$ cat src/design/spq_pkg.sv
// shared types for the sorted priority queue: channel beats, opcodes, status codes
// and the command that the top level broadcasts to every cell of the chain
// no dependencies
package spq_pkg;

  // field widths fixed by the channel format
  localparam int unsigned FieldWidth = 16;
  localparam int unsigned ExtWidth   = 32;

  typedef enum logic {
    OP_PUSH = 1'b0,
    OP_POP  = 1'b1
  } op_e;

  typedef enum logic [1:0] {
    ST_DONE  = 2'd0,
    ST_FULL  = 2'd1,
    ST_EMPTY = 2'd2
  } status_e;

  // input beat
  typedef struct packed {
    op_e                          operation;
    logic [FieldWidth-1:0]        payload;
    logic signed [FieldWidth-1:0] priority_req;
  } in_beat_t;

  // output beat
  typedef struct packed {
    status_e                      status;
    logic [FieldWidth-1:0]        out_payload;
    logic signed [FieldWidth-1:0] out_priority;
  } out_beat_t;

  // command seen by all cells in one cycle
  typedef struct packed {
    logic load;  // the chain changes this cycle
    logic push;  // insert when set, shift toward the head when clear
  } cmd_t;

endpackage

$ cat src/design/spq_cell.sv
// one slot of the sorted chain: holds a single entry and trades it with its neighbors
// depends on spq_pkg for the command struct
module spq_cell
  import spq_pkg::*;
#(
  parameter int unsigned PW  = 16,
  parameter int unsigned PRW = 16
) (
  input  logic           clk_i,
  input  logic           rst_ni,
  input  cmd_t           cmd_i,
  // entry being pushed
  input  logic [PW-1:0]  new_pay_i,
  input  logic [PRW-1:0] new_pri_i,
  // neighbor toward the head
  input  logic           prev_keep_i,
  input  logic           prev_valid_i,
  input  logic [PW-1:0]  prev_pay_i,
  input  logic [PRW-1:0] prev_pri_i,
  // neighbor toward the tail
  input  logic           next_valid_i,
  input  logic [PW-1:0]  next_pay_i,
  input  logic [PRW-1:0] next_pri_i,
  // own entry and keep flag
  output logic           keep_o,
  output logic           valid_o,
  output logic [PW-1:0]  pay_o,
  output logic [PRW-1:0] pri_o
);

  logic           valid_q, valid_d;
  logic [PW-1:0]  pay_q, pay_d;
  logic [PRW-1:0] pri_q, pri_d;

  // the new entry goes behind this one when it holds equal or higher priority
  assign keep_o = valid_q && ($signed(pri_q) >= $signed(new_pri_i));

  // pick the next content of the slot
  always_comb begin
    valid_d = valid_q;
    pay_d   = pay_q;
    pri_d   = pri_q;
    if (cmd_i.load) begin
      if (cmd_i.push) begin
        if (!prev_keep_i) begin
          valid_d = prev_valid_i;
          pay_d   = prev_pay_i;
          pri_d   = prev_pri_i;
        end else if (!keep_o) begin
          valid_d = 1'b1;
          pay_d   = new_pay_i;
          pri_d   = new_pri_i;
        end
      end else begin
        valid_d = next_valid_i;
        pay_d   = next_pay_i;
        pri_d   = next_pri_i;
      end
    end
  end

  // occupancy flag
  always_ff @(posedge clk_i or negedge rst_ni) begin
    if (!rst_ni) begin
      valid_q <= 1'b0;
    end else begin
      valid_q <= valid_d;
    end
  end

  // entry contents
  always_ff @(posedge clk_i) begin
    pay_q <= pay_d;
    pri_q <= pri_d;
  end

  assign valid_o = valid_q;
  assign pay_o   = pay_q;
  assign pri_o   = pri_q;

endmodule

$ cat src/design/sorted_priority_queue_top.sv
// Bounded priority queue kept sorted in a chain of DEPTH cells, head in cell zero.
// Input channel: in_valid_i / in_stall_o with beat in_data_i (operation, payload,
// priority_req). Output channel: out_valid_o / out_stall_i with beat out_data_o
// (status, out_payload, out_priority). Every input beat yields exactly one output
// beat. A push lands behind all stored entries of equal or higher priority, so equal
// priorities leave in arrival order; a push to a full queue returns ST_FULL and
// changes nothing. A pop returns the head and every cell moves up one place; a pop
// on an empty queue returns ST_EMPTY.
// The result is registered at the edge that takes the beat.
// Throughput is one beat per cycle while in_stall_o is low; each cell compares its
// priority with the pushed one and takes its own, its neighbor's or the new entry in that same cycle.
// The output register frees every cycle its beat is taken, so a new beat is taken
// while a result leaves. While out_stall_i holds a waiting result, in_stall_o is
// raised and the result holds. Reset empties the queue and drops any pending result;
// no clearing pass is needed.
// depends on spq_pkg and spq_cell
module sorted_priority_queue_top
  import spq_pkg::*;
#(
  parameter int unsigned DEPTH          = 16,
  parameter int unsigned PAYLOAD_WIDTH  = 16,
  parameter int unsigned PRIORITY_WIDTH = 16
) (
  input  logic      clk_i,
  input  logic      rst_ni,
  input  logic      in_valid_i,
  output logic      in_stall_o,
  input  in_beat_t  in_data_i,
  output logic      out_valid_o,
  input  logic      out_stall_i,
  output out_beat_t out_data_o
);

  localparam int unsigned PW  = PAYLOAD_WIDTH;
  localparam int unsigned PRW = PRIORITY_WIDTH;

  // chain wires; index zero and DEPTH+1 are the empty ends
  logic           keep_w  [DEPTH+1];
  logic           valid_w [DEPTH+2];
  logic [PW-1:0]  pay_w   [DEPTH+2];
  logic [PRW-1:0] pri_w   [DEPTH+2];

  logic            accept;
  logic            full, empty;
  cmd_t            cmd;
  logic [PW-1:0]   new_pay;
  logic [PRW-1:0]  new_pri;
  logic [ExtWidth-1:0] pay_in_ext, pri_in_ext, head_pay_ext, head_pri_ext;

  logic      out_valid_q, out_valid_d;
  out_beat_t out_q, out_d;

  // input fields cut or zero-extended to the stored widths
  assign pay_in_ext = ExtWidth'(in_data_i.payload);
  assign pri_in_ext = ExtWidth'(unsigned'(in_data_i.priority_req));
  assign new_pay    = pay_in_ext[PW-1:0];
  assign new_pri    = pri_in_ext[PRW-1:0];

  // chain ends
  assign keep_w[0]        = 1'b1;
  assign valid_w[0]       = 1'b0;
  assign pay_w[0]         = '0;
  assign pri_w[0]         = '0;
  assign valid_w[DEPTH+1] = 1'b0;
  assign pay_w[DEPTH+1]   = '0;
  assign pri_w[DEPTH+1]   = '0;

  // handshake and command
  assign in_stall_o = out_valid_q && out_stall_i;
  assign accept     = in_valid_i && !in_stall_o;
  assign full       = valid_w[DEPTH];
  assign empty      = !valid_w[1];
  assign cmd.push   = (in_data_i.operation == OP_PUSH);
  assign cmd.load   = accept && (cmd.push ? !full : !empty);

  // row of cells
  for (genvar i = 0; i < DEPTH; i++) begin : g_cell
    spq_cell #(
      .PW  (PW),
      .PRW (PRW)
    ) u_cell (
      .clk_i        (clk_i),
      .rst_ni       (rst_ni),
      .cmd_i        (cmd),
      .new_pay_i    (new_pay),
      .new_pri_i    (new_pri),
      .prev_keep_i  (keep_w[i]),
      .prev_valid_i (valid_w[i]),
      .prev_pay_i   (pay_w[i]),
      .prev_pri_i   (pri_w[i]),
      .next_valid_i (valid_w[i+2]),
      .next_pay_i   (pay_w[i+2]),
      .next_pri_i   (pri_w[i+2]),
      .keep_o       (keep_w[i+1]),
      .valid_o      (valid_w[i+1]),
      .pay_o        (pay_w[i+1]),
      .pri_o        (pri_w[i+1])
    );
  end

  // head entry brought to the output field width, priority sign-extended
  assign head_pay_ext = ExtWidth'(pay_w[1]);
  assign head_pri_ext = ExtWidth'($signed(pri_w[1]));

  // result of the beat being taken
  always_comb begin
    out_d              = out_q;
    out_d.status       = ST_DONE;
    out_d.out_payload  = '0;
    out_d.out_priority = '0;
    out_valid_d        = out_valid_q && out_stall_i;
    if (accept) begin
      out_valid_d = 1'b1;
      if (cmd.push) begin
        if (full) begin
          out_d.status = ST_FULL;
        end
      end else if (empty) begin
        out_d.status = ST_EMPTY;
      end else begin
        out_d.out_payload  = head_pay_ext[FieldWidth-1:0];
        out_d.out_priority = signed'(head_pri_ext[FieldWidth-1:0]);
      end
    end else begin
      out_d = out_q;
    end
  end

  // output valid
  always_ff @(posedge clk_i or negedge rst_ni) begin
    if (!rst_ni) begin
      out_valid_q <= 1'b0;
    end else begin
      out_valid_q <= out_valid_d;
    end
  end

  // output beat
  always_ff @(posedge clk_i) begin
    out_q <= out_d;
  end

  assign out_valid_o = out_valid_q;
  assign out_data_o  = out_q;

endmodule

$ cat config.mk
export PLATFORM = sky130hd
export DESIGN_NAME = sorted_priority_queue_top
export DESIGN_NICKNAME = d
export VERILOG_FILES = /design/src/design/spq_pkg.sv /design/src/design/spq_cell.sv /design/src/design/sorted_priority_queue_top.sv
export SDC_FILE = /design/constraint.sdc
export NUM_CORES = 1
export LEC_CHECK = 0
export ABC_AREA = 1
export BUFFER_PORTS_ARGS = -buffer_cell sky130_fd_sc_hd__buf_2
export CAP_MARGIN = 20
export CELL_PAD_IN_SITES_DETAIL_PLACEMENT = 0
export CELL_PAD_IN_SITES_GLOBAL_PLACEMENT = 1
export CORE_ASPECT_RATIO = 1.5
export CORE_MARGIN = 3
export CORE_UTILIZATION = 25
export DETAILED_ROUTE_END_ITERATION = 16
export PLACE_DENSITY_LB_ADDON = 0.2
export REMOVE_ABC_BUFFERS = 1
export SETUP_SLACK_MARGIN = 0.05
export SYNTH_ARGS = -nofsm -noshare
export SYNTH_HDL_FRONTEND = slang
export SYNTH_HIERARCHICAL = 1
export SYNTH_SLANG_ARGS = --single-unit
export TNS_END_PERCENT = 20
$ cat constraint.sdc
create_clock -name clk_i -period 4.39 [get_ports clk_i]
set_clock_uncertainty 0.2 [all_clocks]
set_input_delay 0.439 -clock clk_i [delete_from_list [all_inputs] [get_ports clk_i]]
set_output_delay 0.439 -clock clk_i [all_outputs]
set_load 0.05 [all_outputs]
* After elaboration in Yosys (flattened, before gate mapping) *
Index checks and enable logic that the tools add are counted.

operators by class
  magnitude comparators = 16
  equal/unequal tests = 16
  mux-type cells = 144
  reductions and logical operators = 38

operators with widths
  kind                                           count
  16-bit two-way mux                             92
  16-bit greater-or-equal comparator             16
  1-bit two-way mux                              50
  3-bit inequality test (second input constant)  15
  2-bit AND reduction                            17
  1-bit logical AND                              19
  2-bit two-way mux                              2
  1-bit zero test                                2
  2-bit inequality test (second input constant)  1

storage, ports and cells
  bits in registers = 563
  output and inout port bits = 36
  logic and storage cells = 266

* Logic depth before layout (Yosys ltp) *
  depth after elaboration = 5
  mapped depth = 19
  mapped depth without buffers = 19

* Hierarchy *
The synthesis kept the hierarchy.

modules (own cells, without submodules)
  module                            instances  cells an instance  area an instance (sq um)  sequential area each (sq um)
  spq_cell at g_cell[0].u_cell ...  10         250                2087.0                    985.9
  spq_cell at g_cell[4].u_cell ...  6          250                2084.5                    985.9
  sorted_priority_queue_top         1          118                1390.1                    1046.0

* Least setup slack after synthesis *
OpenSTA, ideal clock, no wires.

  kind = input to register
  start point = input in_data_i[32] (netlist bit)
  end point = register g_cell[0].u_cell.pay_q[0] (enable)
  setup time = 387 ps
  data arrival time = 3315 ps
  required time = 3803 ps
  setup slack = 488 ps
  stages = 6
  path buffers = 0
  path through = inv_1 nand2_1 nand2_1 nor2_1 nand2_2 inv_1

RTL lines
  element               line                             RTL
  start, declared       sorted_priority_queue_top.sv:28  input in_beat_t in_data_i,
  end signal, assigned  spq_cell.sv:73                   pay_q <= pay_d;
  end, declared         spq_cell.sv:32                   logic [PW-1:0] pay_q, pay_d;

==> results.yml <==
floorplanning:
  num_rows: 167
  core_area_um2: 138000
  initial_core_util: 0.252
  pin_count: 73
  die_area_um2: 144000
  die_width_um: 310
  fp.dieH_um: 463
clocking:
  cts_tree: "yes"
  clk_latency_ns: 0.62
  htreeDepth: 3
  cts_made_buffers: 69
  root_buffer: "clkbuf_16"
  cts_resized: 0
  path_clk_slew_ns: 0.06
  clk_path_buf_depth: 3
  cts_sinks: 563
timing:
  timing.fmax_mhz: 312
  final-setup-viol-count: 0
  hold_ws_ns: 0.122
  grt_setup_unrepaired: "false"
  finalCritPeriodShare: 0.730
  max_slew_margin: -0.570
  tns_ns: 0
  worst_pin_slew_ns: 2.35
  fin_crit_ns: 3.21
  hold_viol: 0
  slew_viol_final: 33
finish:
  drive_gt1_frac: 0.105
  instances_no_fill: 6200
  area_growth_pct: 15.4
  fillCellCount: 14800
  fin_nets: 4582
global_route:
  grt_max_degree: 39
  grt_use_total: 0.134
  antenna_found_initial: 1
  grt_overflow: 0
  grt_pass1_wl_um: 152000
  grt_pass1_vias: 27400
placed_design:
  dp.cells: 6073
  port_buffers: 72
  gp_congestion: 0.786
  place_hpwl_um: 77700
route:
  first_iter_violations: 1264
  wl_per_cell_um: 15.3
  antenna_left: 0
  drc: 0
  via_count: 26000
  via_per_inst: 4.19
  drt_wl_total_um: 94700
  drt-pass1-iter-count: 5
worst_setup_path:
  timing.rr.end: "g_cell[10].u_cell/pri_o[9]"
  path_max_fanout: 32
  crit_arrival_ns: 3.27
  crit_start: "g_cell[9].u_cell/pri_o[15]"
  end_kind: "register"
  worstReg2RegStart: "g_cell[9].u_cell/pri_o[15]"
  timing_worst_setup_path_type: "reg -> reg"
  critPathLaunchType: "register"
  endpoint: "g_cell[10].u_cell/pri_o[9]"
  required_ns: 4.46
  r2r_slack_ns: 1.18
  reg2reg_depth: 17
synth:
  netlist_area_um2: 34800
  yosys_warnings: 6
  synth_cells: 4116
  synth_area_per_cell_um2: 8.44
power_and_ir_drop:
  power_density_nw_per_um2: 427
  p_leak_nw: 17.8
  irDropWorstVdd_mv: 0.251
job:
  cap_violations: 0
worst_hold_path:
  hp-class: "in -> reg"
outcome:
  violations: "slew limit"
  status: "complete, but fails checks"
area by class of cell:
| class | instances | area (um^2) | share of cell area |
|---|---|---|---|
| repair buffers | 166 | 1190 | 0.0296 |
| clock inverters | 34 | 224 | 0.00558 |
| inverters | 517 | 1940 | 0.0484 |
| well taps | 1859 | 2330 | 0.0580 |
| multi-input cells | 2972 | 15700 | 0.392 |
| diodes | 1 | 2.50 | 0.0000624 |
| clock buffers | 88 | 1880 | 0.0470 |
| flip-flops and latches | 563 | 16800 | 0.419 |
per-stage QoR:
step / util / power (mW) / setup WS [ns] / instance area (um^2)
after floorplan: - / 10.3 / 0.488 / 34400
after global placement: 0.275 / 11.8 / 0.578 / 38000
after detailed placement: 0.275 / 11.9 / 0.570 / 38000
after CTS: 0.290 / 17.6 / 1.11 / 40100
after global routing: 0.290 / 18.4 / 0.817 / 40100
final: 0.290 / 17.1 / 1.18 / 40100
where the power goes:
| group | leakage, nW | internal, mW | switching (mW) |
|---|---|---|---|
| sequential | 5.36 | 7.10 | 0.626 |
| combinational | 11.4 | 1.32 | 2.57 |
| clock | 1.04 | 3.14 | 2.37 |
| total | 17.8 | 11.6 | 5.57 |
critical path: stages (launching register included):
cell and delay, ns:
edfxtp_1 0.43, ha_1 0.36, nand2_2 0.12, inv_1 0.04, nand2_1 0.05, nand2_1 0.05
a21oi_1 0.23, nand3_2 0.09, nand2_1 0.08, nand3_2 0.15, nand2_1 0.10, inv_1 0.06
nand2_1 0.09, inv_2 0.15, nand3_2 0.13, nand2_2 0.05, inv_1 0.06, buf_4 0.38
registers in the layout (all words and copies together), names as in the netlist:
name and flops:
out_data_o 34, g_cell.u_cell/pri_o 256, g_cell.u_cell/pay_o 256, g_cell.u_cell/valid_o 16, out_valid_o 1
what timing repair did:
action                                 4_1_cts  5_1_grt
hold buffers                                 4        0
setup buffers                                0        0
endpoints found under the hold margin       19        0
layer usage:
layer / up-vias / GRT usage / routed length (um)
met5: - / 0 / 0
met4: 0 / 0.0363 / 2000
met3: 100 / 0.0156 / 2330
met2: 249 / 0.260 / 51200
met1: 11700 / 0.153 / 39100
li1: 13900 / - / -
worst min path at each step:
stage                     start                        end  depth (start not counted)  slack, ns
CTS                 out_stall_i   g_cell[0].u_cell/valid_o                          7       0.07
floorplan                rst_ni   g_cell[0].u_cell/valid_o                          0      -0.06
finish              out_stall_i   g_cell[0].u_cell/valid_o                          7       0.12
detailed placement       rst_ni  g_cell[15].u_cell/valid_o                          1       0.25
global placement         rst_ni  g_cell[15].u_cell/valid_o                          1       0.25
global route             rst_ni  g_cell[15].u_cell/valid_o                          2       0.14
cells in the final DEF (no fill, tap or decap), drive strengths merged:
cell,count
dlygate4sd3,4
ha,256
nand4,32
a21oi,80
edfxtp,546
nor2,97
nand2,1813
conb,69
clkinv,47
clkbuf,88
o211ai,240
diode,1
buf,162
inv,502
bufinv,2
dfrtp,17
nand3,368
o21ai,16
or2,1
(Power assumes the default switching activity.)
